`config.mk`:
```
export PLATFORM = sky130hd
export DESIGN_NAME = timer_slot_table
export DESIGN_NICKNAME = d
export VERILOG_FILES = /design/src/rtl/core/tst_pkg.sv /design/src/rtl/core/tst_ram.sv /design/src/rtl/core/tst_arith.sv /design/src/rtl/core/tst_seq.sv /design/src/rtl/core/timer_slot_table.sv
export VERILOG_INCLUDE_DIRS = /design/src /design/src/rtl/core
export SDC_FILE = /design/constraint.sdc
export NUM_CORES = 1
export LEC_CHECK = 0
export CAP_MARGIN = 10
export CELL_PAD_IN_SITES_DETAIL_PLACEMENT = 0
export CELL_PAD_IN_SITES_GLOBAL_PLACEMENT = 1
export CORE_ASPECT_RATIO = 0.75
export CORE_MARGIN = 1
export CORE_UTILIZATION = 30
export CTS_CLUSTER_SIZE = 40
export DETAILED_ROUTE_END_ITERATION = 12
export DONT_BUFFER_PORTS = 1
export GPL_TIMING_DRIVEN = 0
export HOLD_SLACK_MARGIN = 0.1
export PLACE_DENSITY = 0.47
export SETUP_SLACK_MARGIN = 0.3
export SLEW_MARGIN = 5
export SYNTH_ARGS = -nofsm -noshare
export SYNTH_HDL_FRONTEND = slang
export SYNTH_HIERARCHICAL = 1
export SYNTH_SLANG_ARGS = --single-unit
```
`constraint.sdc`:
```
create_clock -name clock -period 6.7 [get_ports clock]
set_input_delay 0.335 -clock clock [delete_from_list [all_inputs] [get_ports clock]]
set_output_delay 0.335 -clock clock [all_outputs]
set_load 0.01 [all_outputs]
```
`src/rtl/core/timer_slot_table_defines.svh`:
```
// assertion macros for the timer slot table
// used by the top level only; the assertion bodies are empty in synthesis
`ifndef TIMER_SLOT_TABLE_DEFINES_SVH
`define TIMER_SLOT_TABLE_DEFINES_SVH

`ifndef SYNTHESIS
`define TST_ASSERT(lbl, clk, rst, prop) \
   lbl: assert property (@(posedge clk) disable iff (rst) prop) \
      else $error("timer_slot_table assertion failed");
`define TST_ASSERT_ALWAYS(lbl, clk, prop) \
   lbl: assert property (@(posedge clk) prop) \
      else $error("timer_slot_table assertion failed");
`else
`define TST_ASSERT(lbl, clk, rst, prop)
`define TST_ASSERT_ALWAYS(lbl, clk, prop)
`endif

`endif

```
`src/rtl/core/tst_pkg.sv`:
```
// types, constants and codes shared by the timer slot table modules
// no dependencies
`timescale 1ns / 1ps

package tst_pkg;

   localparam int NUM_SLOTS_DEF  = 16;
   localparam int OP_W           = 2;
   localparam int NOW_W          = 48;
   localparam int DELAY_W        = 32;
   localparam int ID_W           = 32;
   localparam int SLOT_W         = 4;
   localparam int WAIT_W         = 16;
   // deadline = now + signed delay fits in 50 bits signed
   localparam int DL_W           = 50;
   // deadline - now fits in 51 bits signed
   localparam int DIFF_W         = 51;
   localparam int REQ_DATA_W     = 112;
   localparam int RSP_DATA_W     = 24;
   localparam logic [WAIT_W-1:0] MAX_WAIT_RESET = 16'd1000;

   typedef enum logic [OP_W-1:0] {
      OP_SET   = 2'd0,
      OP_CLEAR = 2'd1,
      OP_POLL  = 2'd2
   } opcode_type;

   typedef enum logic [2:0] {
      ST_IDLE,
      ST_SET_SCAN,
      ST_CLEAR,
      ST_POLL_PRIME,
      ST_POLL_SCAN,
      ST_FINISH
   } state_type;

   typedef enum logic {
      AR_ADD,
      AR_SUB
   } arith_mode_type;

   typedef struct packed {
      logic nonpos;
      logic below_best;
   } cmp_type;

   typedef struct packed {
      logic              any_active;
      logic [WAIT_W-1:0] wait_ms;
      logic              fired;
      logic [SLOT_W-1:0] slot;
      logic              status;
   } result_type;

endpackage

```
`src/rtl/core/tst_ram.sv`:
```
// generic single write port, single read port ram with registered read
// no dependencies
`timescale 1ns / 1ps

module tst_ram #(
   parameter int WIDTH = 8,
   parameter int DEPTH = 16
) (
   input  logic                                   clock,
   input  logic                                   wr_en,
   input  logic [((DEPTH > 1) ? $clog2(DEPTH) : 1)-1:0] wr_addr,
   input  logic [WIDTH-1:0]                       wr_data,
   input  logic [((DEPTH > 1) ? $clog2(DEPTH) : 1)-1:0] rd_addr,
   output logic [WIDTH-1:0]                       rd_data
);

   logic [WIDTH-1:0] mem_ff [DEPTH];
   logic [WIDTH-1:0] rd_data_ff;

   always_ff @(posedge clock) begin
      if (wr_en) begin
         mem_ff[wr_addr] <= wr_data;
      end
      rd_data_ff <= mem_ff[rd_addr];
   end

   assign rd_data = rd_data_ff;

endmodule

```
`src/rtl/core/tst_arith.sv`:
```
// shared adder/subtractor with compare for deadline math
// depends on tst_pkg
`timescale 1ns / 1ps

module tst_arith
   import tst_pkg::*;
(
   input  arith_mode_type    mode,
   input  logic [DIFF_W-1:0] a,
   input  logic [DIFF_W-1:0] b,
   input  logic [WAIT_W-1:0] best,
   output logic [DIFF_W-1:0] res,
   output cmp_type           cmp
);

   logic              sub;
   logic [DIFF_W-1:0] b_op;

   assign sub  = (mode == AR_SUB);
   assign b_op = sub ? ~b : b;
   assign res  = a + b_op + DIFF_W'(sub);

   always_comb begin
      cmp.nonpos     = res[DIFF_W-1] || (res == '0);
      cmp.below_best = !res[DIFF_W-1] &&
                       (res < {{(DIFF_W-WAIT_W){1'b0}}, best});
   end

endmodule

```
`src/rtl/core/tst_seq.sv`:
```
// sequencer: slot flags, operation state machine, result register
// depends on tst_pkg; drives tst_ram and tst_arith through the top level
`timescale 1ns / 1ps

module tst_seq
   import tst_pkg::*;
#(
   parameter int NUM_SLOTS = NUM_SLOTS_DEF
) (
   input  logic                  clock,
   input  logic                  reset,
   input  logic                  req_tvalid,
   output logic                  req_tready,
   input  logic [OP_W-1:0]       req_tuser,
   input  logic [REQ_DATA_W-1:0] req_tdata,
   output logic                  rsp_tvalid,
   input  logic                  rsp_tready,
   output result_type            rsp_res,
   input  logic [WAIT_W-1:0]     max_wait,
   output logic                  ram_we,
   output logic [((NUM_SLOTS > 1) ? $clog2(NUM_SLOTS) : 1)-1:0] ram_waddr,
   output logic [DL_W-1:0]       ram_wdata,
   output logic [((NUM_SLOTS > 1) ? $clog2(NUM_SLOTS) : 1)-1:0] ram_raddr,
   input  logic [DL_W-1:0]       ram_rdata,
   output arith_mode_type        ar_mode,
   output logic [DIFF_W-1:0]     ar_a,
   output logic [DIFF_W-1:0]     ar_b,
   output logic [WAIT_W-1:0]     ar_best,
   input  logic [DIFF_W-1:0]     ar_res,
   input  cmp_type               ar_cmp
);

   localparam int IW = (NUM_SLOTS > 1) ? $clog2(NUM_SLOTS) : 1;
   localparam logic [IW-1:0] LAST = IW'(NUM_SLOTS - 1);

   state_type            state_ff, state_in;
   logic [OP_W-1:0]      op_ff, op_in;
   logic [NOW_W-1:0]     now_ff, now_in;
   logic [DELAY_W-1:0]   delay_ff, delay_in;
   logic [ID_W-1:0]      id_ff, id_in;
   logic [IW-1:0]        idx_ff, idx_in;
   logic [IW-1:0]        chk_ff, chk_in;
   logic [NUM_SLOTS-1:0] used_ff, used_in;
   logic [WAIT_W-1:0]    best_ff, best_in;
   logic                 active_ff, active_in;
   result_type           res_ff, res_in;
   result_type           out_ff, out_in;
   logic                 out_vld_ff, out_vld_in;
   logic [IW-1:0]        idx_next;

   always_ff @(posedge clock) begin
      if (reset) begin
         state_ff   <= ST_IDLE;
         used_ff    <= '0;
         out_vld_ff <= 1'b0;
      end else begin
         state_ff   <= state_in;
         used_ff    <= used_in;
         out_vld_ff <= out_vld_in;
      end
      op_ff     <= op_in;
      now_ff    <= now_in;
      delay_ff  <= delay_in;
      id_ff     <= id_in;
      idx_ff    <= idx_in;
      chk_ff    <= chk_in;
      best_ff   <= best_in;
      active_ff <= active_in;
      res_ff    <= res_in;
      out_ff    <= out_in;
   end

   // read index stops at the last slot so the ram never sees a bad address
   assign idx_next = (idx_ff == LAST) ? idx_ff : idx_ff + IW'(1);

   // set adds now + delay, poll subtracts now from the stored deadline
   always_comb begin
      if (op_ff == OP_POLL) begin
         ar_mode = AR_SUB;
         ar_a    = {ram_rdata[DL_W-1], ram_rdata};
         ar_b    = {{(DIFF_W-NOW_W){1'b0}}, now_ff};
      end else begin
         ar_mode = AR_ADD;
         ar_a    = {{(DIFF_W-NOW_W){1'b0}}, now_ff};
         ar_b    = {{(DIFF_W-DELAY_W){delay_ff[DELAY_W-1]}}, delay_ff};
      end
   end

   assign ar_best   = best_ff;
   assign ram_raddr = idx_ff;
   assign ram_waddr = idx_ff;
   assign ram_wdata = ar_res[DL_W-1:0];

   always_comb begin
      state_in   = state_ff;
      op_in      = op_ff;
      now_in     = now_ff;
      delay_in   = delay_ff;
      id_in      = id_ff;
      idx_in     = idx_ff;
      chk_in     = chk_ff;
      used_in    = used_ff;
      best_in    = best_ff;
      active_in  = active_ff;
      res_in     = res_ff;
      out_in     = out_ff;
      out_vld_in = out_vld_ff;
      req_tready = 1'b0;
      ram_we     = 1'b0;

      if (out_vld_ff && rsp_tready) begin
         out_vld_in = 1'b0;
      end

      case (state_ff)
         ST_IDLE: begin
            req_tready = 1'b1;
            if (req_tvalid) begin
               op_in     = req_tuser;
               now_in    = req_tdata[NOW_W-1:0];
               delay_in  = req_tdata[NOW_W+DELAY_W-1:NOW_W];
               id_in     = req_tdata[NOW_W+DELAY_W+ID_W-1:NOW_W+DELAY_W];
               idx_in    = '0;
               chk_in    = '0;
               best_in   = max_wait;
               active_in = 1'b0;
               res_in    = '0;
               case (req_tuser)
                  OP_SET:   state_in = ST_SET_SCAN;
                  OP_CLEAR: state_in = ST_CLEAR;
                  OP_POLL:  state_in = ST_POLL_PRIME;
                  default:  state_in = ST_FINISH;
               endcase
            end
         end

         ST_SET_SCAN: begin
            if (!used_ff[idx_ff]) begin
               used_in[idx_ff] = 1'b1;
               ram_we          = 1'b1;
               res_in.slot     = SLOT_W'(idx_ff);
               state_in        = ST_FINISH;
            end else if (idx_ff == LAST) begin
               res_in.status = 1'b1;
               state_in      = ST_FINISH;
            end else begin
               idx_in = idx_next;
            end
         end

         ST_CLEAR: begin
            if ((id_ff < ID_W'(NUM_SLOTS)) && used_ff[id_ff[IW-1:0]]) begin
               used_in[id_ff[IW-1:0]] = 1'b0;
            end
            state_in = ST_FINISH;
         end

         ST_POLL_PRIME: begin
            chk_in   = idx_ff;
            idx_in   = idx_next;
            state_in = ST_POLL_SCAN;
         end

         ST_POLL_SCAN: begin
            if (used_ff[chk_ff]) begin
               active_in = 1'b1;
               if (ar_cmp.below_best) begin
                  best_in = ar_res[WAIT_W-1:0];
               end
            end
            if (used_ff[chk_ff] && ar_cmp.nonpos) begin
               used_in[chk_ff]   = 1'b0;
               res_in.fired      = 1'b1;
               res_in.slot       = SLOT_W'(chk_ff);
               res_in.wait_ms    = '0;
               res_in.any_active = 1'b1;
               state_in          = ST_FINISH;
            end else if (chk_ff == LAST) begin
               res_in.wait_ms    = best_in;
               res_in.any_active = active_in;
               state_in          = ST_FINISH;
            end else begin
               chk_in = idx_ff;
               idx_in = idx_next;
            end
         end

         ST_FINISH: begin
            if (!out_vld_ff || rsp_tready) begin
               out_in     = res_ff;
               out_vld_in = 1'b1;
               state_in   = ST_IDLE;
            end
         end

         default: begin
            state_in = ST_IDLE;
         end
      endcase
   end

   assign rsp_tvalid = out_vld_ff;
   assign rsp_res    = out_ff;

endmodule

```
`src/rtl/core/timer_slot_table.sv`:
```
// Timer slot table: NUM_SLOTS one-shot timers with set, clear and poll.
// Request channel (req_*): one transaction per operation, opcode in tuser,
// now_ms, delay_ms and slot_id in tdata. Response channel (rsp_*): exactly one
// transaction per request with status, slot, fired, wait_ms and any_active.
// csr_wr_en / csr_wr_data write max_wait, the cap on a reported wait.
// Timing: a set scans the slot flags one slot per cycle until a free one is
// found; a poll walks the deadline ram one slot per cycle through one shared
// subtract/compare unit, after a priming step for the registered ram read.
// A clear updates the slot flag and then responds; an unused opcode goes
// straight to the response. One request is worked on at a time and req_tready is low
// meanwhile; it rises again in the cycle the response turns valid.
// The response sits in an output register, so the next request is accepted
// while it waits; a stalled receiver only holds the block once a second
// response is ready. Reset frees all slots, drops rsp_tvalid and sets
// max_wait to 1000. Deadline storage is not cleared: a slot's deadline is only
// used after it was set.
// depends on tst_pkg, tst_ram, tst_arith, tst_seq, timer_slot_table_defines.svh
`timescale 1ns / 1ps
`include "timer_slot_table_defines.svh"

module timer_slot_table
   import tst_pkg::*;
#(
   parameter int NUM_SLOTS = NUM_SLOTS_DEF
) (
   input  logic                  clock,
   input  logic                  reset,
   input  logic                  req_tvalid,
   output logic                  req_tready,
   // [1:0] opcode
   input  logic [OP_W-1:0]       req_tuser,
   // [47:0] now_ms, [79:48] delay_ms, [111:80] slot_id
   input  logic [REQ_DATA_W-1:0] req_tdata,
   output logic                  rsp_tvalid,
   input  logic                  rsp_tready,
   // [0] status, [4:1] slot, [5] fired, [21:6] wait_ms, [22] any_active, [23] zero
   output logic [RSP_DATA_W-1:0] rsp_tdata,
   input  logic                  csr_wr_en,
   input  logic [WAIT_W-1:0]     csr_wr_data
);

   localparam int IW = (NUM_SLOTS > 1) ? $clog2(NUM_SLOTS) : 1;

   logic [WAIT_W-1:0] max_wait_ff;
   logic [WAIT_W-1:0] max_wait_in;
   logic              ram_we;
   logic [IW-1:0]     ram_waddr;
   logic [DL_W-1:0]   ram_wdata;
   logic [IW-1:0]     ram_raddr;
   logic [DL_W-1:0]   ram_rdata;
   arith_mode_type    ar_mode;
   logic [DIFF_W-1:0] ar_a;
   logic [DIFF_W-1:0] ar_b;
   logic [WAIT_W-1:0] ar_best;
   logic [DIFF_W-1:0] ar_res;
   cmp_type           ar_cmp;
   result_type        rsp_res;

   assign max_wait_in = csr_wr_en ? csr_wr_data : max_wait_ff;

   always_ff @(posedge clock) begin
      if (reset) begin
         max_wait_ff <= MAX_WAIT_RESET;
      end else begin
         max_wait_ff <= max_wait_in;
      end
   end

   tst_ram #(
      .WIDTH (DL_W),
      .DEPTH (NUM_SLOTS)
   ) u_deadline_ram (
      .clock   (clock),
      .wr_en   (ram_we),
      .wr_addr (ram_waddr),
      .wr_data (ram_wdata),
      .rd_addr (ram_raddr),
      .rd_data (ram_rdata)
   );

   tst_arith u_arith (
      .mode (ar_mode),
      .a    (ar_a),
      .b    (ar_b),
      .best (ar_best),
      .res  (ar_res),
      .cmp  (ar_cmp)
   );

   tst_seq #(
      .NUM_SLOTS (NUM_SLOTS)
   ) u_seq (
      .clock      (clock),
      .reset      (reset),
      .req_tvalid (req_tvalid),
      .req_tready (req_tready),
      .req_tuser  (req_tuser),
      .req_tdata  (req_tdata),
      .rsp_tvalid (rsp_tvalid),
      .rsp_tready (rsp_tready),
      .rsp_res    (rsp_res),
      .max_wait   (max_wait_ff),
      .ram_we     (ram_we),
      .ram_waddr  (ram_waddr),
      .ram_wdata  (ram_wdata),
      .ram_raddr  (ram_raddr),
      .ram_rdata  (ram_rdata),
      .ar_mode    (ar_mode),
      .ar_a       (ar_a),
      .ar_b       (ar_b),
      .ar_best    (ar_best),
      .ar_res     (ar_res),
      .ar_cmp     (ar_cmp)
   );

   assign rsp_tdata = {1'b0, rsp_res.any_active, rsp_res.wait_ms, rsp_res.fired,
                       rsp_res.slot, rsp_res.status};

   // one operation at a time: no request right after an accepted one
   `TST_ASSERT(a_busy_after_accept, clock, reset, (req_tvalid && req_tready) |=> !req_tready)
   // a fired slot reports zero wait and an active table
   `TST_ASSERT(a_fired_fields, clock, reset, (rsp_tvalid && rsp_res.fired) |-> ((rsp_res.wait_ms == '0) && rsp_res.any_active && !rsp_res.status))
   // a full table on set reports nothing else
   `TST_ASSERT(a_full_fields, clock, reset, (rsp_tvalid && rsp_res.status) |-> ((rsp_res.slot == '0) && !rsp_res.fired && (rsp_res.wait_ms == '0)))
   // no response survives reset
   `TST_ASSERT_ALWAYS(a_reset_clears_rsp, clock, reset |=> !rsp_tvalid)

endmodule
```
# Yosys cells after proc, flatten, opt, wreduce, memory -nomap -nowiden
# Memory sizes are Yosys's and may differ from the RTL's. A register that Yosys moved wholly into a read port is not among the register bits.
# Index checks and enable logic that the tools add are counted.
# Widths: inputs -> output; s select.
# totals
out_inout_bits	26
memories	1
in_bits	135
ff_bits	221
mem_bits_rw	800
elab_cells	156
# mem_list
name	depth	width	read_ports	rd_ports_with_merged_regs	wr	line	source
u_deadline_ram.mem_ff	16	50	1	1	1	tst_ram.sv:17	logic [WIDTH-1:0] mem_ff [DEPTH];
# op_classes
muxes	63
order_cmp	8
bitwise	6
eq_ne	22
add_sub_neg	3
n_reduce_logical	31
# op_table
operator	n
$mux 51	3
$mux 16	6
$add 51x1->51	1
$add 51x51->51	1
$logic_not 51->1	1
$lt 51x16->1	1
$not 51->51	1
$pmux 16 s3	1
$mux 4	9
$pmux 18 s2	1
$mux 17	2
$and 16x16->16	2
$lt 32x5->1 const B	1
$not 16->16	2
$pmux 16 s2	1
$pmux 4 s3	2
$mux 23	1
$reduce_and 4->1	5
$mux 1	19
$mux 3	6
$pmux 3 s6	1
$or 16x16->16	1
$pmux 4 s4	1
$lt 4x5->1 const B	3
other kinds (28)	61

# Depth between registers and ports, before layout
# Gate-level depths: netlist (run 1).
# logic_depth
word_depth	13
ltp_mapped	25

# Cells and area by module
# Netlist (run 1), hierarchy kept.
# modules_own_cells
module	cells_per_inst	n_inst	area_per_inst_um2	seq_area_each_um2
tst_ram	1294	1	30910.9	25024.0
tst_seq	683	1	9562.9	5955.7
tst_arith	719	1	4793.3	0.0
timer_slot_table	54	1	611.8	320.3

# Worst setup path before layout (run 1)
# OpenSTA, ideal clock, no wires.
# synth_timing
path_type	register -> register
startpoint	register u_seq.op_ff[0]
endpoint	register u_seq/res_ff[10] (netlist bit), enable pin
arrival_time_ns	6.611
setup_time_ns	0.415
setup_slack_ns	-0.326
path_stages_with_launch	22
required_ns	6.285
cell_sequence	edfxtp_1 -> nor2b_1 -> clkbuf_1 -> clkbuf_1 -> clkbuf_1 -> buf_1 -> buf_1 -> xor2_1 -> ha_1 -> buf_4 -> nand4_2 -> or4_4 -> or4_1 -> o22ai_1 -> o31a_1 -> o21ai_1 -> or4_1 -> nor4_1 -> nand4b_1 -> o41ai_2 -> a21oi_1 -> o21ai_0
# synth_rtl
element	line	source
from (decl)	tst_seq.sv:37	logic [OP_W-1:0] op_ff, op_in;
from (signal assigned)	tst_seq.sv:61	op_ff <= op_in;
to (signal assigned)	tst_seq.sv:69	res_ff <= res_in;
to (decl)	tst_seq.sv:46	result_type res_ff, res_in;

==> results.toml, run 1 <==
[run_status]
outcome = "complete, no violations"

[pwr]
power_frac_comb_pct = 43.3
p_sw_mw = 12.23
p_leak_nw = 19.02
internal-power_mw = 19.65
peakVddDrop_v = 0.0002651
power.total_mw = 31.87
p_per_area_nw_per_um2 = 562.9
p_sw_share_pct = 38.37
power_frac_clock_pct = 21.2
pwr-share-seq_pct = 35.5

[cts]
cts_root_buf = "clkbuf_16"
cts_tree = "done"
htree_levels = 3
cts_buffers = 112
cts.sinks = 1071
clock_path_buffers = 3
clock_latency_ns = 0.75
clkTransAtPathRegs_ns = 0.06

[sta]
finalSetupViolations = 0
fmax_ghz = 0.1609
fin_skew_ns = 0.04109
fin_crit_sh_pct = 92.78
drv_slew = 0
rsz0062_at_grt = "no"
hold_viol = 0
period_needed_ns = 6.217
tightest_slew_ns = 1.299
fin_setup_tns_ns = 0
maxSlewHeadroom_pct = 12.75

[detailed_routing]
drt_iter0_markers = 2375
drt_first_pass_iters = 5
viasPerCell = 5.068
wl_per_cell_um = 26.90
drc = 0
num_vias = 26534
ant_nets = 0
drt_wl_total_um = 140800

[worst_setup_path]
worstPathRequired_ns = 7.16
crit_type = "register to register"
crit_arrival_ns = 6.67
rr_startpoint = "u_seq/op_ff[0]"
r2r_end = "u_seq/ar_best[2]"
r2r_cells = 22
critPathCaptureType = "register"
reg2reg_slack_ns = 0.48
cp_max_fo = 8
cp-start-kind = "register"

[final_layout]
post_route_cells_drive_above_1_share_pct = 26.91
fin_nets = 3340
stdcell_count = 5236
design_area_um2 = 56620
final_common_cell = "edfxtp_1"
layout_common_cells = "985 x edfxtp_1, 208 x mux4_2, 162 x dlygate4sd3_1"
syn_to_final_growth_pct = 23.42

[floorplanning]
io_pins = 161
die_y_um = 340.7
row_count = 123
coreArea_um2 = 150800
initial_utilization_pct = 30.42
dieArea_um2 = 154500
die_w_um = 453.6

[synthesis]
synth_seq_area_share_pct = 68.22
netlist_area_um2 = 45880
ys_async_sr_fraction_pct = 0
synth_cells = 2750
synth_ff_type = "edfxtp_1"
synth_edf_count = 985
synth_warnings = 6
syn_avg_cell_area_um2 = 16.68
yosysUniqueCellTypes = 91
ys_ff_latch = 1071
synth_nets = 2956

[global_route]
grt_overflow = 0
grt_pass1_wl_um = 200600
antenna_found_initial = 4
first_global_vias = 27577
grt_max_degree = 72
track_usage_pct = 18.14

[place]
dpl_cell_area_um2 = 49730
port_buffers = 0
dpl.cell_count = 4821
gp_congestion = 0.8481
hpwl_um = 100100

[worst_hold_path]
whs_path_depth = 1
hp-start = "req_tdata[26]"
hp-class = "primary input to register"
min_to = "u_seq/now_ff[26]"

[flow_run]
maxCapViolations = 0
[registers in the layout (all words and copies together) (netlist names), 23 cells and up]
| name | cells |
|---|---|
| u_seq/now_ff | 48 |
| u_seq/delay_ff | 32 |
| u_deadline_ram/mem_ff | 800 |
| u_seq/rsp_res | 23 |
| u_deadline_ram/rd_data | 50 |
| u_seq/res_ff | 23 |
| u_seq/id_ff | 32 |
[cell families after synthesis]
logic type | share of synthesized area [%]
compound gates | 6.570
fa+ha+maj | 1.953
other cells | 0.008174
flops | 68.22
simple gates | 5.294
xor+xnor | 1.699
mux | 13.29
buf+inv | 2.959
[metrics by stage]
step / hold WS, ns / util (%) / setup WS, ns
6_report: 0.2171 / 37.54 / 0.4835
5_1_grt: 0.1741 / 37.54 / 0.2697
4_1_cts: 0.1450 / 37.29 / 0.3042
3_5_place_dp: 0.4054 / 32.97 / -3.322
3_3_place_gp: 0.4183 / 32.08 / -5.857
2_1_floorplan: 0.4003 / - / 0.3686
[layer usage]
layer  share of wire, %  vias up  global-route usage [%]
met5                  0        -                       0
met4                2.0        0                   4.061
li1                   -    11725                       -
met3                4.4      169                   2.682
met2                 47      656                   29.19
met1                 46    13984                   25.87
[area by class of cell]
type | instances | area, um2
multi-input cells | 1421 | 14050
inverters | 44 | 170.2
plain buffers | 214 | 1413
fillers | 14025 | 94200
repair buffers | 270 | 3158
well taps | 2000 | 2502
diodes | 3 | 7.507
clock inverters | 72 | 877.1
flip-flops and latches | 1071 | 31300
clock buffers | 141 | 3151
[cell usage after synthesis (17+ instances only)]
cell type	number	area share (%)
edfxtp_1	985	64
xor2_1	67	1.3
nor3_1	33	0.36
nand4_1	45	0.61
a21oi_1	95	1.0
dfxtp_1	86	3.8
nor2b_1	21	0.29
mux2_2	84	2.1
buf_1	18	0.15
nor2_1	111	0.91
mux2i_1	39	0.85
nor4_1	21	0.29
o21ai_1	18	0.20
buf_2	30	0.33
nand3_1	20	0.22
ha_1	70	1.9
xnor2_1	22	0.42
inv_1	43	0.35
nand2_1	152	1.2
mux4_2	208	10
a211oi_1	17	0.28
a22oi_1	105	1.7
o21ai_0	62	0.68
clkbuf_1	82	0.67
buf_4	75	1.2
a21o_1	38	0.62
[critical path: stages (launching register included)]
cell and delay (ns):
edfxtp_1 0.41, nor2b_4 0.21, clkbuf_16 0.20, clkbuf_16 0.13
buf_12 0.12, mux2_4 0.32, mux2i_4 0.18, inv_2 0.06
fa_2 0.41, a21o_1 0.21, a221o_1 0.36, a22o_4 0.27
o21a_4 0.25, a21oi_4 0.21, o21ai_4 0.12, or4b_4 0.51
and4_4 0.22, or4b_4 0.54, nor4_4 0.43, nand2_4 0.21
buf_4 0.21, mux2i_1 0.20, o21ai_0 0.13
[power groups by stage]
stage               Sequential (mW)  Combinational [mW]  Clock [mW]
global placement               11.5                12.4           0
finish                         11.3                13.8        6.76
detailed placement             11.5                12.9           0
global route                   11.4                14.9        7.18
floorplan                      11.2                8.16           0
CTS                            11.3                13.7        6.93
[how the worst max path moves through the flow]
stage	start	end	cells after the start
detailed placement	u_seq/op_ff[0]	u_seq/res_ff[16]	21
CTS	u_seq/op_ff[0]	u_seq/ar_best[13]	22
floorplan	u_seq/ram_raddr[0]	u_deadline_ram/mem_ff[0][0]	8
global placement	u_seq/ram_raddr[0]	u_deadline_ram/mem_ff[8][23]	8
global route	u_seq/op_ff[0]	u_seq/ar_best[2]	23
finish	u_seq/op_ff[0]	u_seq/ar_best[2]	22
[what timing repair did]
item | CTS | global route
hold buffers | 161 | 1
pin swaps | 14 | 22
setup endpoints to repair | 735 | 79
buffers inserted | 16 | 19
hold endpoints to repair | 152 | 4
gates resized for setup | 164 | 61
gates cloned | 2 | 0
Note: power is estimated with default switching activity, not from simulation.
==> inputs of run 2 (changes only) <==
--- a/config.mk
+++ b/config.mk
@@ -14,2 +14,3 @@
 export CORE_UTILIZATION = 30
+export CTS_CLUSTER_DIAMETER = 30
 export CTS_CLUSTER_SIZE = 40
@@ -24,3 +25,2 @@
 export SYNTH_HDL_FRONTEND = slang
-export SYNTH_HIERARCHICAL = 1
 export SYNTH_SLANG_ARGS = --single-unit
--- a/constraint.sdc
+++ b/constraint.sdc
@@ -3,2 +3,2 @@
 set_output_delay 0.335 -clock clock [all_outputs]
-set_load 0.01 [all_outputs]
+set_load 0.05 [all_outputs]
==> results.toml, run 2 <==
[global_route]
grt_pass1_wl_um = 198800
first_global_vias = 27819
track_usage_pct = 18.64
grt.busiest_layer = "met2"
grt_overflow = 0
gr-usage-met2_pct = 31.49
antenna_found_initial = 7
use_met1_pct = 24.59
grtUsageMet3_pct = 3.386
grt_max_degree = 66

[sta]
fin_setup_tns_ns = 0
fmax_ghz = 0.1645
drv_slew = 0
tightest_slew_ns = 1.367
fin_skew_ns = 0.06224
rsz0062_at_grt = "no"
hold_viol = 0
fin_crit_sh_pct = 90.72
finalSetupViolations = 0
period_needed_ns = 6.078
hold_ws_ns = 0.1797
maxSlewHeadroom_pct = 8.848

[worst_setup_path]
crit_chain = "nand2b_1 -> buf_4 -> buf_4 -> buf_8 -> clkbuf_4 -> nand2_1 -> o21ai_0 -> ha_1 -> a21oi_1 -> o21ai_1 -> a21oi_2 -> nand3_2 -> a211oi_4 -> xnor2_2 -> or4_1 -> or4_1 -> nor4_4 -> nand4b_1 -> buf_6 -> buf_12 -> mux2i_2 -> o21ai_1"
critPathCaptureType = "register"
cp_max_fo = 10
critPathSlowestCell = "or4_1"
r2r_cells = 22
rr_startpoint = "u_seq.op_ff[0]"
worstPathRequired_ns = 7.24
cp-start-kind = "register"
crit_arrival_ns = 6.62
critPathMaxStageDelay_ns = 0.57
crit_type = "register to register"
reg2reg_slack_ns = 0.62
r2r_end = "u_seq.ar_best[9]"

[synthesis]
synth_edf_count = 985
netlist_area_um2 = 44760
ys_async_sr_fraction_pct = 0
syn_avg_cell_area_um2 = 17.72
synth_seq_area_share_pct = 69.92
yosysMostFrequentCell = "edfxtp_1"
ys_ff_latch = 1071
synth_ff_type = "edfxtp_1"
synth_cells = 2526
synth_warnings = 0
synth_top_cell_by_area = "edfxtp_1"
ys_top_cells_by_area = "edfxtp_1 66%, mux4_2 13%, dfxtp_1 3.8%, ha_1 1.9%, mux2_2 1.2%"
yosysUniqueCellTypes = 90
synth_nets = 2730
yosysTopAreaCellShare_pct = 66.08
synth_common_cells = "985 x edfxtp_1, 265 x mux4_2, 136 x nand2_1, 131 x nor2_1, 89 x o21ai_0"

[worst_hold_path]
min_to = "u_seq.delay_ff[5]"
whs_path_depth = 1
hp-start = "req_tdata[53]"
hp-class = "primary input to register"

[detailed_routing]
drt_first_pass_iters = 5
drt_iter0_markers = 2114
ant_nets = 0
num_vias = 26686
viasPerCell = 5.058
drc = 0
wl_per_cell_um = 26.50
drt_wl_total_um = 139800

[place]
dpl.cell_count = 4614
gp_congestion = 0.8659
port_buffers = 0
hpwl_um = 97960

[pwr]
peakVddDrop_v = 0.0002770
p_per_area_nw_per_um2 = 579.2
p_leak_nw = 19.98

[cts]
htree_levels = 4
clock_path_buffers = 3
cts_root_buf = "clkbuf_16"
cts.sinks = 1071
clock_latency_ns = 0.83
cts_buffers = 210
cts_tree = "done"
clkTransAtPathRegs_ns = 0.05

[final_layout]
layout_common_cells = "985 x edfxtp_1, 265 x mux4_2, 237 x dlygate4sd3_1"
fin_nets = 3307
syn_to_final_growth_pct = 32.76
stdcell_count = 5276
largest_register_ffs = 800
final_common_cell = "edfxtp_1"
nFillCells = 13513
diodes = 0
top_register = "u_deadline_ram.mem_ff"
post_route_cells_drive_above_1_share_pct = 29.62

[floorplanning]
die_y_um = 336.5
io_pins = 161
row_count = 122
die_w_um = 448.0
dieArea_um2 = 150800
coreArea_um2 = 147800
initial_utilization_pct = 30.29

[run_status]
outcome = "complete, no violations"

[flow_run]
maxCapViolations = 0
[run 2: changes by cell type in the layout (fill, tap and decap cells not counted), moves of 22 or more]
| cell | delta |
|---|---|
| o21ai_0 | +35 |
| xor2_1 | -54 |
| inv_6 | +23 |
| buf_4 | -70 |
| a22oi_1 | -102 |
| mux4_2 | +57 |
| nand4_1 | -22 |
| dlygate4sd3_1 | +75 |
| clkbuf_16 | +87 |
| a21o_1 | -22 |
| mux2_2 | -34 |
[run 2: what timing repair did]
| item | 4_1_cts | 5_1_grt |
|---|---|---|
| endpoints found under the setup margin | 160 | 51 |
| buffers inserted | 13 | 3 |
| resized for setup | 68 | 31 |
| cloned | 0 | 0 |
| pin swaps | 12 | 8 |
| endpoints found under the hold margin | 220 | 0 |
| hold buffers | 237 | 0 |
[run 2: cell families (layout without fill, tap and decap cells)]
kind of cell             Yosys count  count (layout)  share of synthesized area (%)
adder cells (fa/ha/maj)           69              69                          1.945
buffers and inverters            171             937                          1.610
XOR/XNOR                          36              36                         0.7044
multiplexers                     346             346                          15.28
other                              1               1                       0.008377
AO/OA/AOI/OAI                    376             376                          5.543
AND/OR/NAND/NOR                  456             456                          4.989
flip-flops                      1071            1071                          69.92
[run 2: how the worst max path moves through the flow]
| stage | start | end | depth (start not counted) |
|---|---|---|---|
| after floorplan | u_seq.ram_raddr[0] | u_deadline_ram.mem_ff[1][0] | 6 |
| after global placement | u_seq.ram_raddr[0] | u_deadline_ram.mem_ff[0][25] | 6 |
| after detailed placement | u_seq.op_ff[1] | u_seq.res_ff[18] | 22 |
| after CTS | u_seq.op_ff[1] | u_seq.ar_best[9] | 21 |
| after global routing | u_seq.op_ff[1] | u_seq.ar_best[9] | 20 |
| final | u_seq.op_ff[0] | u_seq.ar_best[9] | 22 |
[run 2: where the power goes]
group,total (mW),internal [mW],leakage [nW],switching (mW)
sequential,11.4,10.8,9.68,0.545
clock,10.8,6.96,3.57,3.79
combinational,12.3,4.31,6.73,8.00
[run 2: area by class of cell]
class	instances	area, um2	area share (%)
buffer	127	618.1	1.040
clock buffer	228	5383	9.057
clock inverter	173	2122	3.571
inverter	44	170.2	0.2863
multi-input combinational	1284	13300	22.38
sequential	1071	31300	52.67
tap	1984	2482	4.177
timing repair buffer	365	4054	6.821
[run 2: routing by layer]
metal	wire (um)	up-vias
met1	60890	14197
met3	6445	168
met2	69930	753
li1	-	11566
met5	17	-
met4	2520	2
[run 2: critical path: cells and delay by family (launching register included)]
family,cells,cell delay (ns)
compound gates,6,1.22
fa+ha+maj,1,0.43
buf+inv,6,1.06
mux,1,0.27
xor+xnor,1,0.20
flops,1,0.46
simple gates,7,2.09
[run 2: stage by stage]
step	setup WS (ns)	utilization [%]	power (mW)	cell area, um2
after global routing	0.3160	40.22	36.01	59430
after detailed placement	-1.882	33.15	23.31	48980
after floorplan	0.5164	-	18.24	44760
after global placement	-6.641	31.97	22.42	47250
after CTS	0.3797	40.08	34.58	59220
final	0.6220	40.22	34.42	59430
